$ cat src/oil_pkg.sv
// ----------------------------------------------------------------------------
// oil_pkg
// shared types and fixed field widths of the ordered item list
// ----------------------------------------------------------------------------
package oil_pkg;

    localparam int REQ_W    = 3;
    localparam int IN_ITEM_W = 32;
    localparam int POS_W    = 5;
    localparam int STATUS_W = 2;
    localparam int FPOS_W   = 4;
    localparam int CNT_W    = 5;

    typedef enum logic [REQ_W-1:0] {
        REQ_PUSH       = 3'd0,
        REQ_POP        = 3'd1,
        REQ_INSERT     = 3'd2,
        REQ_REMOVE_ALL = 3'd3,
        REQ_REMOVE_AT  = 3'd4,
        REQ_FIND       = 3'd5
    } t_req;

    typedef enum logic [STATUS_W-1:0] {
        ST_OK    = 2'd0,
        ST_FULL  = 2'd1,
        ST_RANGE = 2'd2
    } t_status;

    typedef enum logic [1:0] {
        S_IDLE = 2'd0,
        S_WALK = 2'd1,
        S_TAIL = 2'd2,
        S_DONE = 2'd3
    } t_state;

endpackage

$ cat src/ordered_item_list_top.sv
// ----------------------------------------------------------------------------
// ordered_item_list_top
// ordered list of item words kept in a slot memory with a live count
//
//  channel   direction  handshake           payload
//  request   in         i_valid / o_ready   i_req_type i_item_value i_position
//  result    out        o_valid / i_ready   o_status o_item_out o_found
//                                           o_found_position o_count_out
//
// one request at a time; a request walks n slots (n from one to
// MAX_ENTRIES), limited by the single read and write port of the slot memory,
// which the walk uses once per cycle each; push and insert add a tail write
// after the walk; push and insert at the end walk no slots, nor does remove at
// the last entry; failed checks and unknown requests skip the walk
// reset clears the live count and the control state; the slot memory is not cleared
// a stalled result waits in the output register while the next request runs
// ----------------------------------------------------------------------------
module ordered_item_list_top #(
    parameter int MAX_ENTRIES = 16,
    parameter int ITEM_WIDTH  = 32
) (
    input  logic                           i_clk,
    input  logic                           i_rst_n,
    input  logic                           i_valid,
    output logic                           o_ready,
    input  logic [oil_pkg::REQ_W-1:0]      i_req_type,
    input  logic [oil_pkg::IN_ITEM_W-1:0]  i_item_value,
    input  logic [oil_pkg::POS_W-1:0]      i_position,
    output logic                           o_valid,
    input  logic                           i_ready,
    output logic [oil_pkg::STATUS_W-1:0]   o_status,
    output logic [oil_pkg::IN_ITEM_W-1:0]  o_item_out,
    output logic                           o_found,
    output logic [oil_pkg::FPOS_W-1:0]     o_found_position,
    output logic [oil_pkg::CNT_W-1:0]      o_count_out
);

    localparam int AW   = $clog2(MAX_ENTRIES);
    localparam int CW   = $clog2(MAX_ENTRIES + 1);
    localparam int CMPW = (CW > oil_pkg::POS_W) ? CW : oil_pkg::POS_W;
    localparam logic [CW-1:0] MAX_C = CW'(MAX_ENTRIES);
    localparam logic [CW-1:0] ONE_C = CW'(1);

    oil_pkg::t_state  r_state, n_state;
    oil_pkg::t_req    r_op, n_op;
    oil_pkg::t_status r_st, n_st;
    logic [ITEM_WIDTH-1:0] r_val, n_val;
    logic [ITEM_WIDTH-1:0] r_item, n_item;
    logic [CW-1:0]         r_pos, n_pos;
    logic [CW-1:0]         r_cnt, n_cnt;
    logic [CW-1:0]         r_rd_idx, n_rd_idx;
    logic [CW-1:0]         r_left, n_left;
    logic [CW-1:0]         r_pend_idx, n_pend_idx;
    logic [CW-1:0]         r_keep, n_keep;
    logic                  r_pend, n_pend;
    logic                  r_fnd, n_fnd;
    logic [CW-1:0]         r_fpos, n_fpos;

    logic                          r_ov, n_ov;
    oil_pkg::t_status              r_o_status, n_o_status;
    logic [ITEM_WIDTH-1:0]         r_o_item, n_o_item;
    logic                          r_o_found, n_o_found;
    logic [CW-1:0]                 r_o_fpos, n_o_fpos;
    logic [CW-1:0]                 r_o_count, n_o_count;

    logic                  mem_we;
    logic [AW-1:0]         mem_waddr;
    logic [ITEM_WIDTH-1:0] mem_wdata;
    logic                  mem_re;
    logic [AW-1:0]         mem_raddr;
    logic [ITEM_WIDTH-1:0] mem_rdata;

    logic [oil_pkg::IN_ITEM_W+ITEM_WIDTH-1:0] in_ext;
    logic [oil_pkg::IN_ITEM_W+ITEM_WIDTH-1:0] out_ext;
    logic [CW+oil_pkg::FPOS_W-1:0]            fpos_ext;
    logic [CW+oil_pkg::CNT_W-1:0]             cnt_ext;
    logic [ITEM_WIDTH-1:0] in_val;
    logic [CMPW-1:0]       pos_cmp;
    logic [CMPW-1:0]       cnt_cmp;
    logic [CW-1:0]         in_pos;
    logic                  walk_down;
    oil_pkg::t_req         in_req;

    assign in_ext  = {{ITEM_WIDTH{1'b0}}, i_item_value};
    assign in_val  = in_ext[ITEM_WIDTH-1:0];
    assign pos_cmp = CMPW'(i_position);
    assign cnt_cmp = CMPW'(r_cnt);
    assign in_pos  = pos_cmp[CW-1:0];
    assign in_req  = oil_pkg::t_req'(i_req_type);
    assign walk_down = (r_op == oil_pkg::REQ_PUSH) || (r_op == oil_pkg::REQ_POP) ||
                       (r_op == oil_pkg::REQ_INSERT);

    oil_mem #(
        .DEPTH (MAX_ENTRIES),
        .WIDTH (ITEM_WIDTH)
    ) u_mem (
        .i_clk   (i_clk),
        .i_we    (mem_we),
        .i_waddr (mem_waddr),
        .i_wdata (mem_wdata),
        .i_re    (mem_re),
        .i_raddr (mem_raddr),
        .o_rdata (mem_rdata)
    );

    always_ff @(posedge i_clk) begin
        if (!i_rst_n) begin
            r_state <= oil_pkg::S_IDLE;
            r_cnt   <= '0;
            r_pend  <= 1'b0;
            r_left  <= '0;
            r_ov    <= 1'b0;
        end else begin
            r_state <= n_state;
            r_cnt   <= n_cnt;
            r_pend  <= n_pend;
            r_left  <= n_left;
            r_ov    <= n_ov;
        end
    end

    always_ff @(posedge i_clk) begin
        r_op       <= n_op;
        r_st       <= n_st;
        r_val      <= n_val;
        r_item     <= n_item;
        r_pos      <= n_pos;
        r_rd_idx   <= n_rd_idx;
        r_pend_idx <= n_pend_idx;
        r_keep     <= n_keep;
        r_fnd      <= n_fnd;
        r_fpos     <= n_fpos;
        r_o_status <= n_o_status;
        r_o_item   <= n_o_item;
        r_o_found  <= n_o_found;
        r_o_fpos   <= n_o_fpos;
        r_o_count  <= n_o_count;
    end

    always_comb begin
        n_state    = r_state;
        n_op       = r_op;
        n_st       = r_st;
        n_val      = r_val;
        n_item     = r_item;
        n_pos      = r_pos;
        n_cnt      = r_cnt;
        n_rd_idx   = r_rd_idx;
        n_left     = r_left;
        n_pend     = r_pend;
        n_pend_idx = r_pend_idx;
        n_keep     = r_keep;
        n_fnd      = r_fnd;
        n_fpos     = r_fpos;
        n_ov       = r_ov && !i_ready;
        n_o_status = r_o_status;
        n_o_item   = r_o_item;
        n_o_found  = r_o_found;
        n_o_fpos   = r_o_fpos;
        n_o_count  = r_o_count;
        mem_we     = 1'b0;
        mem_waddr  = r_pos[AW-1:0];
        mem_wdata  = r_val;
        mem_re     = 1'b0;
        mem_raddr  = r_rd_idx[AW-1:0];
        o_ready    = (r_state == oil_pkg::S_IDLE);

        case (r_state)
            oil_pkg::S_IDLE: begin
                if (i_valid) begin
                    n_op     = in_req;
                    n_val    = in_val;
                    n_pos    = in_pos;
                    n_st     = oil_pkg::ST_OK;
                    n_item   = '0;
                    n_fnd    = 1'b0;
                    n_fpos   = '0;
                    n_pend   = 1'b0;
                    n_keep   = '0;
                    n_left   = '0;
                    n_rd_idx = r_cnt - ONE_C;
                    n_state  = oil_pkg::S_WALK;
                    case (in_req)
                        oil_pkg::REQ_PUSH: begin
                            n_pos = r_cnt;
                            if (r_cnt == MAX_C) begin
                                n_st    = oil_pkg::ST_FULL;
                                n_state = oil_pkg::S_DONE;
                            end
                        end
                        oil_pkg::REQ_POP: begin
                            n_left = ONE_C;
                            if (r_cnt == '0) begin
                                n_st    = oil_pkg::ST_RANGE;
                                n_state = oil_pkg::S_DONE;
                            end
                        end
                        oil_pkg::REQ_INSERT: begin
                            n_left = r_cnt - in_pos;
                            if (pos_cmp > cnt_cmp) begin
                                n_st    = oil_pkg::ST_RANGE;
                                n_state = oil_pkg::S_DONE;
                            end else if (r_cnt == MAX_C) begin
                                n_st    = oil_pkg::ST_FULL;
                                n_state = oil_pkg::S_DONE;
                            end
                        end
                        oil_pkg::REQ_REMOVE_ALL: begin
                            n_rd_idx = '0;
                            n_left   = r_cnt;
                        end
                        oil_pkg::REQ_REMOVE_AT: begin
                            n_rd_idx = in_pos + ONE_C;
                            n_left   = r_cnt - in_pos - ONE_C;
                            if (pos_cmp >= cnt_cmp) begin
                                n_st    = oil_pkg::ST_RANGE;
                                n_state = oil_pkg::S_DONE;
                            end
                        end
                        oil_pkg::REQ_FIND: begin
                            n_rd_idx = '0;
                            n_left   = r_cnt;
                        end
                        default: begin
                            n_state = oil_pkg::S_DONE;
                        end
                    endcase
                end
            end

            oil_pkg::S_WALK: begin
                // issue the next slot read
                if (r_left != '0) begin
                    mem_re     = 1'b1;
                    n_rd_idx   = walk_down ? (r_rd_idx - ONE_C) : (r_rd_idx + ONE_C);
                    n_left     = r_left - ONE_C;
                    n_pend     = 1'b1;
                    n_pend_idx = r_rd_idx;
                end else begin
                    n_pend = 1'b0;
                end

                // consume the slot read issued in the previous cycle
                if (r_pend) begin
                    case (r_op)
                        oil_pkg::REQ_PUSH,
                        oil_pkg::REQ_INSERT: begin
                            mem_we    = 1'b1;
                            mem_waddr = AW'(r_pend_idx + ONE_C);
                            mem_wdata = mem_rdata;
                        end
                        oil_pkg::REQ_POP: begin
                            n_item = mem_rdata;
                        end
                        oil_pkg::REQ_REMOVE_ALL: begin
                            if (mem_rdata != r_val) begin
                                mem_we    = 1'b1;
                                mem_waddr = r_keep[AW-1:0];
                                mem_wdata = mem_rdata;
                                n_keep    = r_keep + ONE_C;
                            end
                        end
                        oil_pkg::REQ_REMOVE_AT: begin
                            mem_we    = 1'b1;
                            mem_waddr = AW'(r_pend_idx - ONE_C);
                            mem_wdata = mem_rdata;
                        end
                        oil_pkg::REQ_FIND: begin
                            if (mem_rdata == r_val) begin
                                n_fnd   = 1'b1;
                                n_fpos  = r_pend_idx;
                                n_pend  = 1'b0;
                                n_left  = '0;
                                n_state = oil_pkg::S_DONE;
                            end
                        end
                        default: begin
                        end
                    endcase
                end else if (r_left == '0) begin
                    // walk finished
                    n_state = oil_pkg::S_DONE;
                    case (r_op)
                        oil_pkg::REQ_PUSH,
                        oil_pkg::REQ_INSERT: begin
                            n_state = oil_pkg::S_TAIL;
                        end
                        oil_pkg::REQ_POP,
                        oil_pkg::REQ_REMOVE_AT: begin
                            n_cnt = r_cnt - ONE_C;
                        end
                        oil_pkg::REQ_REMOVE_ALL: begin
                            n_cnt = r_keep;
                        end
                        default: begin
                        end
                    endcase
                end
            end

            oil_pkg::S_TAIL: begin
                mem_we    = 1'b1;
                mem_waddr = r_pos[AW-1:0];
                mem_wdata = r_val;
                n_cnt     = r_cnt + ONE_C;
                n_state   = oil_pkg::S_DONE;
            end

            oil_pkg::S_DONE: begin
                if (!r_ov || i_ready) begin
                    n_ov       = 1'b1;
                    n_o_status = r_st;
                    n_o_item   = r_item;
                    n_o_found  = r_fnd;
                    n_o_fpos   = r_fpos;
                    n_o_count  = r_cnt;
                    n_state    = oil_pkg::S_IDLE;
                end
            end

            default: begin
                n_state = oil_pkg::S_IDLE;
            end
        endcase
    end

    assign out_ext  = {{oil_pkg::IN_ITEM_W{1'b0}}, r_o_item};
    assign fpos_ext = {{oil_pkg::FPOS_W{1'b0}}, r_o_fpos};
    assign cnt_ext  = {{oil_pkg::CNT_W{1'b0}}, r_o_count};

    assign o_valid          = r_ov;
    assign o_status         = r_o_status;
    assign o_item_out       = out_ext[oil_pkg::IN_ITEM_W-1:0];
    assign o_found          = r_o_found;
    assign o_found_position = fpos_ext[oil_pkg::FPOS_W-1:0];
    assign o_count_out      = cnt_ext[oil_pkg::CNT_W-1:0];

endmodule

$ cat src/oil_mem.sv
// ----------------------------------------------------------------------------
// oil_mem
// slot store: one write port, one read port with registered read data
// ----------------------------------------------------------------------------
module oil_mem #(
    parameter int DEPTH = 16,
    parameter int WIDTH = 32
) (
    input  logic                     i_clk,
    input  logic                     i_we,
    input  logic [$clog2(DEPTH)-1:0] i_waddr,
    input  logic [WIDTH-1:0]         i_wdata,
    input  logic                     i_re,
    input  logic [$clog2(DEPTH)-1:0] i_raddr,
    output logic [WIDTH-1:0]         o_rdata
);

    logic [WIDTH-1:0] r_mem [DEPTH];
    logic [WIDTH-1:0] r_rdata;

    always_ff @(posedge i_clk) begin
        if (i_we) begin
            r_mem[i_waddr] <= i_wdata;
        end
        if (i_re) begin
            r_rdata <= r_mem[i_raddr];
        end
    end

    assign o_rdata = r_rdata;

endmodule
$ cat config.mk
export PLATFORM = sky130hd
export DESIGN_NAME = ordered_item_list_top
export DESIGN_NICKNAME = d
export VERILOG_FILES = /design/src/oil_pkg.sv /design/src/ordered_item_list_top.sv /design/src/oil_mem.sv
export SDC_FILE = /design/constraint.sdc
export NUM_CORES = 1
export LEC_CHECK = 0
export BUFFER_PORTS_ARGS = -buffer_cell sky130_fd_sc_hd__buf_2
export CAP_MARGIN = 15
export CORE_UTILIZATION = 60
export DETAILED_ROUTE_END_ITERATION = 6
export PLACE_DENSITY = 0.77
export RECOVER_POWER = 50
export SLEW_MARGIN = 20
export SYNTH_ARGS = -nofsm -noshare
export SYNTH_HDL_FRONTEND = slang
export SYNTH_SLANG_ARGS = --single-unit
$ cat constraint.sdc
create_clock -name i_clk -period 6.4 [get_ports i_clk]
set_clock_uncertainty 0.05 [all_clocks]
set_input_delay 0.32 -clock i_clk [delete_from_list [all_inputs] [get_ports i_clk]]
set_output_delay 0.32 -clock i_clk [all_outputs]
set_load 0.01 [all_outputs]
==> metrics.cfg <==
[logic_synthesis]
synth_top_area_share_pct=73.7
syn-cell-area_sq_um=27700
synth_ff_type=edfxtp_1
seq_area_frac_synth_pct=74.7
yosysMostFrequentCell=edfxtp_1
yosys_warnings=0
synthCells=1324
synth_edf_count=679
synthArstFlopShare_pct=0
synth.avg_cell_area_sq_um=20.9
yosys-top-cells-count=edfxtp_1, mux4_2, and2_1
synth_area_leaders=edfxtp_1, mux4_2, mux2_4
yosys.area.top_type=edfxtp_1
ys_types=72
syn_nets=1390
ys_ff_latch=693

[worst_setup_path]
path_cells=xnor2_1 -> nand4_1 -> nor4_1 -> and2_0 -> a21oi_1 -> buf_4 -> mux2_1
cp.arrival_ps=5360
worst-setup-path-type=register to register
cpLargestDelayFamily=simple AND/OR/NAND/NOR gates
required_ps=6600
cp-end-kind=register
critical-path-max-stage-delay_ps=1280
crit_buf_inv=1
slowest_stage=nor4_1
cp-start-kind=register
worstPathMaxFanout=26

[power]
p_per_area_nw_per_um2=430
p_leak_nw=9.92
ir_drop_v=0.000420
power_mw=13.4

[route]
drt-vias-per-instance=6.40
route.detailed.drc=0
ant_nets=0
first_pass_iters=6
finalWirelength_mm=59.8
avgRoutedWirePerCell_um=27.8
dr.first_iter.drc_count=1580
vias=13800

[die]
dieWidth_um=217
die_h_um=217
core_area_sq_um=45500
dieArea_sq_um=47000
placementRows=78
initial_core_util_pct=60.8
io-pin-count=90

[timing]
setup_violations=0
finalMaxSlewViolations=300
fmax_mhz=194
min_period_ps=5160
worst-slew-pin-transition_ps=3930
fin_hold_ws_ps=0.702
period_share_pct=80.6
hold_violations=0
rsz0062_at_grt=no
setup_tns_ps=0
relSlewSlack_pct=-162

[global_route]
grt-ovfl-total=0
grt_max_degree=132
grt_pass1_vias=14000
grt_pass1_wl_mm=89.8
grt_usage_pct=26.4
antenna_found_initial=1

[placement]
place.gp.congestion=0.844
hpwlAfterDp_mm=34.0
io_buffers=89

[worst_hold_path]
hp-class=primary input to register

[cts]
root_buffer=clkbuf_16
numCtsBuffers=70
insertion_delay_ps=610
ctsHoldBuffers=35
cts_num_sinks=693
h-tree-depth=3
clock_path_buffers=3
ctsResizeCount=0
cts_tree=built
clk_pin_slew_ps=60
post_cts_buffers=0

[layout]
multiInputGateArea_sq_um=6630
fillers=2855
finish.utilization_pct=68.7
area_delta_synth_final_pct=12.9
diodes=0
final-seq-area_sq_um=20700
nNetsFinal=1564
drive_above_1_share_pct=21.9

[run_status]
violations=capacitance limit, slew limit
outcome=finished with violations

[flow_run]
maxCapViolations=8

worst paths after layout:
check,start,endpoint,slack [ps],depth (start not counted)
max,r_val[6],u_mem.r_mem[13][24],1240,7
min,i_ready,o_valid,0.7,4
max reg2reg,r_val[6],u_mem.r_mem[13][24],1240,7
min reg2reg,r_item[14],o_item_out[14],370,0
registers in the layout, summed over array words and instances (netlist names), 3 cells and up:
| register | cells |
|---|---|
| r_item | 32 |
| o_item_out | 32 |
| r_pend_idx | 4 |
| u_mem.r_mem | 512 |
| cnt_cmp | 5 |
| r_left | 5 |
| r_op | 3 |
| r_keep | 5 |
| o_count_out | 5 |
| r_o_fpos | 4 |
| u_mem.o_rdata | 32 |
| r_pos | 4 |
| r_fpos | 4 |
| r_val | 32 |
| r_rd_idx | 4 |
area by class of cell:
type / count / share of cell area, %
sequential: 693 / 66.2
clock inverter: 36 / 0.845
clock buffer: 86 / 6.07
tap: 600 / 2.40
timing repair buffer: 159 / 3.09
inverter: 18 / 0.216
multi-input combinational: 556 / 21.2
kinds of logic (layout without fill, tap and decap cells):
family | after synthesis | in the layout | synth area share [%]
AND/OR/NAND/NOR | 186 | 186 | 3.94
XOR/XNOR | 48 | 48 | 1.57
adder cells (fa/ha/maj) | 22 | 22 | 1.05
buffers and inverters | 75 | 299 | 1.17
flip-flops | 693 | 693 | 74.7
AO/OA/AOI/OAI | 105 | 105 | 2.72
multiplexers | 195 | 195 | 14.8
layer usage:
layer | global-route usage, % | share of wire, % | wire length, um
met1 | 38.3 | 40 | 24100
met2 | 42.9 | 50 | 29800
met4 | 6.31 | 2.0 | 1220
met3 | 4.12 | 7.7 | 4620
met5 | 0 | 0 | 0
through the flow:
stage	instances	worst slack [ps]	area (sq um)
floorplan	1324	734	27700
global placement	1991	2390	29000
detailed placement	1991	2200	29000
CTS	2148	2180	31500
global route	2148	1170	31200
finish	2148	1240	31200
tightest hold or removal path, stage by stage:
cell and delay (ps):
buf_2 80, nor2b_1 70, nor2_1 100, nor2_1 40
power by group:
group | switching [mW] | total [mW] | internal [mW] | leakage, nW
combinational | 1.90 | 3.59 | 1.68 | 2.58
sequential | 0.240 | 5.99 | 5.75 | 6.28
clock | 1.64 | 3.87 | 2.23 | 1.06
total | 3.78 | 13.4 | 9.66 | 9.92
placed cells by master, fill, tap and decap left out, drive strengths merged, types with 10 or more instances in the layout:
cell type	instances
nor3	12
buf	50
mux4	160
dlygate4sd3	35
clkinv	28
clkbuf	160
mux2	33
nor4	21
a21oi	28
nor2	23
nand4	11
dfxtp	14
o21ai	15
and2	47
ha	20
xnor2	42
edfxtp	679
inv	21
nand3	10
nand2	28
Note: power is estimated with default switching activity, not from simulation.
